`src/hdl/pidc_pkg.sv`:
```
// Shared types and constants for the PID position controller.
// No dependencies; imported by every module of the block.
package pidc_pkg;

  localparam int ADC_MAX        = 4095;
  localparam int GAIN_SCALE     = 100;
  localparam int DRIVE_LIMIT    = 4095;
  localparam int INTEGRAL_LIMIT = 20000;

  localparam int POS_W   = 12;
  localparam int GAIN_W  = 16;
  localparam int ERR_W   = 13;
  localparam int INTEG_W = 16;
  localparam int DERIV_W = 14;
  localparam int SUM_W   = 32;
  localparam int IDX_W   = 8;
  localparam int DATA_W  = 16;

  // Magnitude at which the scaled drive saturates, and the reciprocal of 100.
  localparam int MAG_W       = 19;
  localparam int MAG_LIMIT   = (DRIVE_LIMIT + 1) * GAIN_SCALE - 1;
  localparam int RECIP_SHIFT = 26;
  localparam int RECIP_W     = 20;
  localparam int RECIP       = ((1 << RECIP_SHIFT) + GAIN_SCALE - 1) / GAIN_SCALE;
  localparam int QUOT_W      = 12;

  localparam logic [IDX_W-1:0] REG_TARGET = 8'd0;
  localparam logic [IDX_W-1:0] REG_GAIN_P = 8'd1;
  localparam logic [IDX_W-1:0] REG_GAIN_I = 8'd2;
  localparam logic [IDX_W-1:0] REG_GAIN_D = 8'd3;

  localparam logic OP_SAMPLE = 1'b0;
  localparam logic OP_CLEAR  = 1'b1;

  typedef struct packed {
    logic [POS_W-1:0]  target;
    logic [GAIN_W-1:0] kp;
    logic [GAIN_W-1:0] ki;
    logic [GAIN_W-1:0] kd;
  } cfg_t;

  typedef struct packed {
    logic signed [ERR_W-1:0]   err;
    logic signed [INTEG_W-1:0] integ;
    logic signed [DERIV_W-1:0] deriv;
  } err_word_t;

endpackage

```
`src/hdl/pidc_cfg.sv`:
```
// Configuration register file: setpoint and the three gains.
// Depends on pidc_pkg.
module pidc_cfg import pidc_pkg::*; (
  input  logic              clk,
  input  logic              rst_n,
  input  logic              cfg_wr_en,
  input  logic [IDX_W-1:0]  cfg_index,
  input  logic [DATA_W-1:0] cfg_data,
  output cfg_t              cfg
);

  cfg_t             cfg_r, cfg_nxt;
  logic [POS_W-1:0] target_sat;

  localparam logic [DATA_W-1:0] ADC_MAX_W = DATA_W'(ADC_MAX);

  always_comb begin
    if ({{(DATA_W-POS_W){1'b0}}, cfg_data[POS_W-1:0]} > ADC_MAX_W) begin
      target_sat = ADC_MAX_W[POS_W-1:0];
    end else begin
      target_sat = cfg_data[POS_W-1:0];
    end
  end

  always_comb begin
    cfg_nxt = cfg_r;
    if (cfg_wr_en) begin
      case (cfg_index)
        REG_TARGET: cfg_nxt.target = target_sat;
        REG_GAIN_P: cfg_nxt.kp     = cfg_data[GAIN_W-1:0];
        REG_GAIN_I: cfg_nxt.ki     = cfg_data[GAIN_W-1:0];
        REG_GAIN_D: cfg_nxt.kd     = cfg_data[GAIN_W-1:0];
        default:    cfg_nxt        = cfg_r;
      endcase
    end
  end

  always_ff @(posedge clk) begin
    if (!rst_n) begin
      cfg_r <= '0;
    end else begin
      cfg_r <= cfg_nxt;
    end
  end

  assign cfg = cfg_r;

endmodule

```
`src/hdl/pidc_err.sv`:
```
// Error stage: error, clamped integral and derivative; holds the loop state.
// Depends on pidc_pkg.
module pidc_err import pidc_pkg::*; (
  input  logic             clk,
  input  logic             rst_n,
  input  logic             en,
  input  logic             accept,
  input  logic             opcode,
  input  logic [POS_W-1:0] position,
  input  logic [POS_W-1:0] target,
  output logic             valid,
  output err_word_t        word
);

  localparam logic signed [INTEG_W:0] ILIM_P = (INTEG_W+1)'(INTEGRAL_LIMIT);
  localparam logic signed [INTEG_W:0] ILIM_N = -ILIM_P;

  logic signed [ERR_W-1:0]   last_err_r, last_err_nxt;
  logic signed [INTEG_W-1:0] integ_r, integ_nxt;
  logic                      valid_r, valid_nxt;
  err_word_t                 word_r, word_nxt;

  logic signed [ERR_W-1:0]   err;
  logic signed [INTEG_W:0]   integ_sum;
  logic signed [INTEG_W-1:0] integ_clamp;

  always_comb begin
    err       = $signed({1'b0, target}) - $signed({1'b0, position});
    integ_sum = (INTEG_W+1)'(integ_r) + (INTEG_W+1)'(err);
    if (integ_sum > ILIM_P) begin
      integ_clamp = ILIM_P[INTEG_W-1:0];
    end else if (integ_sum < ILIM_N) begin
      integ_clamp = ILIM_N[INTEG_W-1:0];
    end else begin
      integ_clamp = integ_sum[INTEG_W-1:0];
    end

    last_err_nxt   = last_err_r;
    integ_nxt      = integ_r;
    valid_nxt      = 1'b0;
    word_nxt.err   = err;
    word_nxt.integ = integ_clamp;
    word_nxt.deriv = DERIV_W'(err) - DERIV_W'(last_err_r);
    if (accept) begin
      if (opcode == OP_CLEAR) begin
        integ_nxt = '0;
      end else begin
        integ_nxt    = integ_clamp;
        last_err_nxt = err;
        valid_nxt    = 1'b1;
      end
    end
  end

  always_ff @(posedge clk) begin
    if (!rst_n) begin
      last_err_r <= '0;
      integ_r    <= '0;
      valid_r    <= 1'b0;
    end else begin
      last_err_r <= last_err_nxt;
      integ_r    <= integ_nxt;
      if (en) begin
        valid_r <= valid_nxt;
      end
    end
  end

  always_ff @(posedge clk) begin
    if (en) begin
      word_r <= word_nxt;
    end
  end

  assign valid = valid_r;
  assign word  = word_r;

endmodule

```
`src/hdl/pidc_mac.sv`:
```
// Gain stage: the three gain products summed into one 32-bit word.
// Depends on pidc_pkg.
module pidc_mac import pidc_pkg::*; (
  input  logic                    clk,
  input  logic                    rst_n,
  input  logic                    en,
  input  logic                    in_vld,
  input  err_word_t               word,
  input  cfg_t                    cfg,
  output logic                    valid,
  output logic signed [SUM_W-1:0] sum,
  output logic signed [ERR_W-1:0] err
);

  logic signed [SUM_W+1:0] p_term, i_term, d_term, total;
  logic signed [SUM_W-1:0] sum_r;
  logic signed [ERR_W-1:0] err_r;
  logic                    valid_r;

  always_comb begin
    p_term = (SUM_W+2)'($signed({1'b0, cfg.kp})) * (SUM_W+2)'(word.err);
    i_term = (SUM_W+2)'($signed({1'b0, cfg.ki})) * (SUM_W+2)'(word.integ);
    d_term = (SUM_W+2)'($signed({1'b0, cfg.kd})) * (SUM_W+2)'(word.deriv);
    total  = p_term + i_term + d_term;
  end

  always_ff @(posedge clk) begin
    if (!rst_n) begin
      valid_r <= 1'b0;
    end else if (en) begin
      valid_r <= in_vld;
    end
  end

  always_ff @(posedge clk) begin
    if (en) begin
      sum_r <= total[SUM_W-1:0];
      err_r <= word.err;
    end
  end

  assign valid = valid_r;
  assign sum   = sum_r;
  assign err   = err_r;

endmodule

```
`src/hdl/pidc_out.sv`:
```
// Output stage: divide by 100 toward zero, clamp, and the result register.
// Depends on pidc_pkg.
module pidc_out import pidc_pkg::*; (
  input  logic                    clk,
  input  logic                    rst_n,
  input  logic                    en,
  input  logic                    in_vld,
  input  logic signed [SUM_W-1:0] sum,
  input  logic signed [ERR_W-1:0] err,
  output logic                    valid,
  output logic signed [ERR_W-1:0] drive,
  output logic signed [ERR_W-1:0] position_error
);

  localparam logic [SUM_W-1:0]   MAG_LIM_W = SUM_W'(MAG_LIMIT);
  localparam logic [RECIP_W-1:0] RECIP_V   = RECIP_W'(RECIP);

  logic                        neg;
  logic [SUM_W-1:0]            mag;
  logic [MAG_W-1:0]            mag_sat;
  logic [MAG_W+RECIP_W-1:0]    prod;
  logic [QUOT_W-1:0]           quot;
  logic signed [ERR_W-1:0]     drive_nxt, drive_r, err_r;
  logic                        valid_r;

  // magnitude is saturated first, so the quotient never exceeds the limit
  always_comb begin
    neg = sum[SUM_W-1];
    mag = neg ? SUM_W'(-sum) : SUM_W'(sum);
    if (mag > MAG_LIM_W) begin
      mag_sat = MAG_LIM_W[MAG_W-1:0];
    end else begin
      mag_sat = mag[MAG_W-1:0];
    end
    prod      = (MAG_W+RECIP_W)'(mag_sat) * (MAG_W+RECIP_W)'(RECIP_V);
    quot      = prod[RECIP_SHIFT+QUOT_W-1:RECIP_SHIFT];
    drive_nxt = neg ? -$signed({1'b0, quot}) : $signed({1'b0, quot});
  end

  always_ff @(posedge clk) begin
    if (!rst_n) begin
      valid_r <= 1'b0;
    end else if (en) begin
      valid_r <= in_vld;
    end
  end

  always_ff @(posedge clk) begin
    if (en) begin
      drive_r <= drive_nxt;
      err_r   <= err;
    end
  end

  assign valid          = valid_r;
  assign drive          = drive_r;
  assign position_error = err_r;

endmodule

```
`src/hdl/pid_position_controller_core.sv`:
```
// Top level of the PID position controller.
// Depends on pidc_pkg, pidc_cfg, pidc_err, pidc_mac and pidc_out.
//
// Usage:
//   Input channel (in_valid/in_stall): one word per item, in_opcode selects
//   a position sample or a clear of the integral. A clear updates state only
//   and produces no output word.
//   Output channel (out_valid/out_stall): drive and position_error for each
//   sample.
//   Config port: cfg_wr_en/cfg_index/cfg_data, index 0 setpoint (cfg_data[11:0],
//   at most ADC_MAX), 1..3 the P, I and D gains; other indexes are ignored.
//   Write only while the pipeline is empty.
// Timing:
//   Three-stage pipeline (error/integral, gain products, divide and clamp).
//   An accepted sample passes the error, gain and output registers in order.
//   One word per cycle unless stalled; the loop state updates on the accepting edge.
// Reset (rst_n low, synchronous): gains, setpoint, integral, last error and
//   all valid flags clear.
// Stall: while out_stall holds a pending output, every stage freezes and
//   in_stall is raised; nothing is dropped.
module pid_position_controller_core import pidc_pkg::*; (
  input  logic                    clk,
  input  logic                    rst_n,
  input  logic                    in_valid,
  output logic                    in_stall,
  input  logic                    in_opcode,
  input  logic [POS_W-1:0]        in_position,
  output logic                    out_valid,
  input  logic                    out_stall,
  output logic signed [ERR_W-1:0] out_drive,
  output logic signed [ERR_W-1:0] out_position_error,
  input  logic                    cfg_wr_en,
  input  logic [IDX_W-1:0]        cfg_index,
  input  logic [DATA_W-1:0]       cfg_data
);

  cfg_t                    cfg;
  err_word_t               e_word;
  logic                    e_vld, m_vld;
  logic signed [SUM_W-1:0] m_sum;
  logic signed [ERR_W-1:0] m_err;
  logic                    en, accept;

  assign en       = !out_valid || !out_stall;
  assign in_stall = !en;
  assign accept   = in_valid && en;

  pidc_cfg u_cfg (
    .clk       (clk),
    .rst_n     (rst_n),
    .cfg_wr_en (cfg_wr_en),
    .cfg_index (cfg_index),
    .cfg_data  (cfg_data),
    .cfg       (cfg)
  );

  pidc_err u_err (
    .clk      (clk),
    .rst_n    (rst_n),
    .en       (en),
    .accept   (accept),
    .opcode   (in_opcode),
    .position (in_position),
    .target   (cfg.target),
    .valid    (e_vld),
    .word     (e_word)
  );

  pidc_mac u_mac (
    .clk    (clk),
    .rst_n  (rst_n),
    .en     (en),
    .in_vld (e_vld),
    .word   (e_word),
    .cfg    (cfg),
    .valid  (m_vld),
    .sum    (m_sum),
    .err    (m_err)
  );

  pidc_out u_out (
    .clk            (clk),
    .rst_n          (rst_n),
    .en             (en),
    .in_vld         (m_vld),
    .sum            (m_sum),
    .err            (m_err),
    .valid          (out_valid),
    .drive          (out_drive),
    .position_error (out_position_error)
  );

endmodule
```
`config.mk`:
```
export PLATFORM = sky130hd
export DESIGN_NAME = pid_position_controller_core
export DESIGN_NICKNAME = d
export VERILOG_FILES = /design/src/hdl/pidc_pkg.sv /design/src/hdl/pidc_cfg.sv /design/src/hdl/pidc_err.sv /design/src/hdl/pidc_mac.sv /design/src/hdl/pidc_out.sv /design/src/hdl/pid_position_controller_core.sv
export SDC_FILE = /design/constraint.sdc
export NUM_CORES = 2
export LEC_CHECK = 0
export ABC_CLOCK_PERIOD_IN_PS = 12700
export BUFFER_PORTS_ARGS = -buffer_cell sky130_fd_sc_hd__clkbuf_2
export CAP_MARGIN = 20
export CORE_ASPECT_RATIO = 1.2
export CORE_UTILIZATION = 60
export DETAILED_ROUTE_END_ITERATION = 8
export HOLD_SLACK_MARGIN = 0.1
export PLACE_DENSITY = 0.73
export SLEW_MARGIN = 20
export SYNTH_ARGS = -nofsm -noshare
export SYNTH_HDL_FRONTEND = slang
export SYNTH_SLANG_ARGS = --single-unit
```
`constraint.sdc`:
```
create_clock -name clk -period 12.7 [get_ports clk]
set_clock_uncertainty 0.1 [all_clocks]
set_input_delay 2.54 -clock clk [delete_from_list [all_inputs] [get_ports clk]]
set_output_delay 2.54 -clock clk [all_outputs]
set_load 0.01 [all_outputs]
```
==> out/qor.csv <==
metric,value,unit
final cell count without fillers,5321,
Die ar.,69300,sq um
clk root buf,clkbuf_16,
multi-input logic area,31500,sq um
HP Class,reg -> reg,
Skew-Pair Late Insertion Delay,0.59,ns
initial detailed-routing violation count,1517,
io pins,70,
"Reg clk slew, reported paths",0.08,ns
RSZ-0062 raised after global routing,false,
clk buf depth,3,
# DRC,0,
ANT cells,0,
Final Slew Violations,0,
largest net degree at the start of global routing,72,
fraction of layout cells with a size suffix above 1,3.78,%
adder and majority cell fraction of the synthesized area,51.4,%
Mapped Area,41000,sq um
GPL Wtd Cong,0.931,
Initial Util,60.9,%
Crit path top cell by count,fa_1,
Post-CTS Hold Buffers,0,
hpwl dp,80.4,mm
Synth Area in Compound Gates,6.94,%
initial antenna violation count,1,
Mean Syn Cell Area,9.28,sq um
area of placed instances,42100,sq um
Setup crit start kind,flip-flop,
nets,5706,
Fillers,5674,
vias per inst,5.48,
final setup fails,0,
Post-synth top flop,edfxtp_1,
register bit total from synthesis,206,
Reg area,5270,sq um
CTS Sinks,206,
Achievable Freq,0.0871,GHz
largest family of logic cells by synthesized area,adder cells,
Post-Synthesis Cells,4413,
Overall Global Routing Usage,29.3,%
crit path kind,reg -> reg,
"commonest non-fill, non-tap cells in the layout","inv_1, fa_1, ha_1, nand2_1, and2_1",
number of setup buffers added after CTS,0,
total wire length,96.8,mm
Placeable Area,67300,sq um
"antenna viol nets, final",0,
via count of the first global-routing pass,30727,
Post-Synth Simple-Gate Area,14.8,%
syn nets,5719,
Worst Path Arrival,11.73,ns
crit path time final,11.49,ns
Setup TNS Final,0,ns
CP max stage cell,edfxtp_1,
Final Instance Area,43000,sq um
xor/xnor share of the synthesized area,3.14,%
Power Density,118,nW/um^2
status,"complete, no violations",
post-synthesis mux area share,0.513,%
first-pass iteration count of the detailed router,5,
slew at the pin closest to its max-slew limit,0.988,ns
Site Rows,104,
# Max-Cap Violations,0,
Netlist cell types,77,
CP max stage delay,0.59,ns
die width,241,microns
critical path required time,12.95,ns
first-pass GRT wire length,158,mm
Die H,288,microns
Layout area overhead,4.92,%
input/output buffers,69,
CTS resizes,0,
GRT overflow,0,
Critical Path End Type,flip-flop,
mean routed wirelength per cell,18.2,microns
Cell Count Post-Placement,5273,
"leading cell type in the layout, fill and taps excluded",inv_1,
final hold violations,0,
LEAKAGE,21.1,nW
CTS tree,yes,
synth warn,0,
maximum vdd ir drop,0.000156,V
Num CTS Buffers,26,
Post-synth EDFFs,114,
"critical path fanouts, max",16,
max_slew headroom,33.3,%
sequential fraction of the synthesis area,12.9,%
Post-synth ARST share,0,%
"Period Utilization, post-route",90.4,%
Vias,29170,
H-tree levels,1,
[critical path: cells and delay by family, from the launching register on]
family,cells,cell delay [ns]
adders and majority gates,14,6.54
AOI/OAI and AO/OA,12,2.88
DFF,1,0.59
buffers and inverters,9,0.44
and+or+nand+nor,2,0.36
xor gates and xnor gates,2,0.34
[report_power, final]
group | total [mW] | internal, mW | switching [mW]
Combinational | 3.07 | 1.30 | 1.77
Clock | 0.779 | 0.452 | 0.327
Sequential | 1.23 | 0.966 | 0.259
Total | 5.08 | 2.72 | 2.36
[registers in the layout, summed over array words and instances, names as in the netlist]
name and flops:
u_cfg.cfg 60, u_err.word 43, u_mac.sum 32, u_err.integ_r 16, u_err.last_err_r 13, u_mac.err 13
u_out.drive 13, u_out.position_error 13, u_err.valid 1, u_mac.valid 1, u_out.valid 1
[logic make-up after synthesis]
logic type,after synthesis
buffers and inverters,1121
adders and majority gates,1265
muxes,20
AOI/OAI and AO/OA,415
and+or+nand+nor,1239
DFF,206
xor gates and xnor gates,147
[path summary, 6_finish.rpt]
| check | startpoint | depth (start not counted) | slack (ns) | to |
|---|---|---|---|---|
| max reg2reg | u_err.word[2]$_DFFE_PN_ | 39 | 1.21 | u_mac.sum[30]$_DFFE_PN_ |
| min | u_mac.err[7]$_DFFE_PN_ | 0 | 0.32 | u_out.position_error[7]$_DFFE_PN_ |
| max | u_err.word[2]$_DFFE_PN_ | 39 | 1.21 | u_mac.sum[30]$_DFFE_PN_ |
| min reg2reg | u_mac.err[7]$_DFFE_PN_ | 0 | 0.32 | u_out.position_error[7]$_DFFE_PN_ |
[cell usage after synthesis, types with 5 or more instances]
library cell	n	area share [%]
xor2_1	38	0.81
or2_2	18	0.27
o21ai_0	68	0.83
o31ai_1	17	0.31
nor2_1	104	0.95
nand2b_1	52	0.79
fa_1	699	34
or3_1	12	0.18
a21boi_0	78	1.4
o41ai_1	10	0.21
and2_1	332	5.1
inv_1	992	9.1
a21o_1	39	0.71
edfxtp_1	114	8.4
ha_1	565	17
nor3b_1	6	0.11
nand3_1	36	0.44
a41o_1	5	0.12
nand2_1	550	5.0
o21a_1	10	0.18
nand4_1	9	0.14
a211oi_1	6	0.11
nor2b_1	48	0.73
a31oi_1	14	0.21
nor4_1	12	0.18
mux2i_1	15	0.37
o31a_1	6	0.13
and3_1	9	0.14
o211ai_1	5	0.092
a2111oi_0	5	0.11
a21oi_1	87	1.1
clkbuf_1	123	1.1
o21bai_1	16	0.29
nor3_1	33	0.40
dfxtp_1	92	4.5
xnor2_1	109	2.3
[area by class of cell]
cell class / instances / share of cell area [%]
multi-input cells: 3086 / 73.3
flip-flops and latches: 206 / 12.2
inverters: 994 / 8.68
well taps: 901 / 2.62
clock buffers: 31 / 1.60
repair buffers: 86 / 1.10
clock inverters: 17 / 0.451
[stage by stage]
stage / worst slack, ns / utilization (%) / power [mW] / hold WS (ns)
5_1_grt: 0.387 / 63.9 / 5.52 / 0.324
4_1_cts: 1.18 / 63.9 / 5.07 / 0.323
2_1_floorplan: 2.18 / - / 3.42 / 0.300
3_5_place_dp: 1.16 / 62.6 / 4.27 / 0.312
3_3_place_gp: 1.24 / 62.6 / 4.21 / 0.303
6_report: 1.21 / 63.9 / 5.08 / 0.323
[metal layers]
layer / wire length (microns) / track usage [%]
met1: 37700 / 35.5
met2: 49400 / 52.6
met3: 4820 / 3.11
met4: 4820 / 13.1
met5: 13 / 0
(Power assumes the default switching activity.)
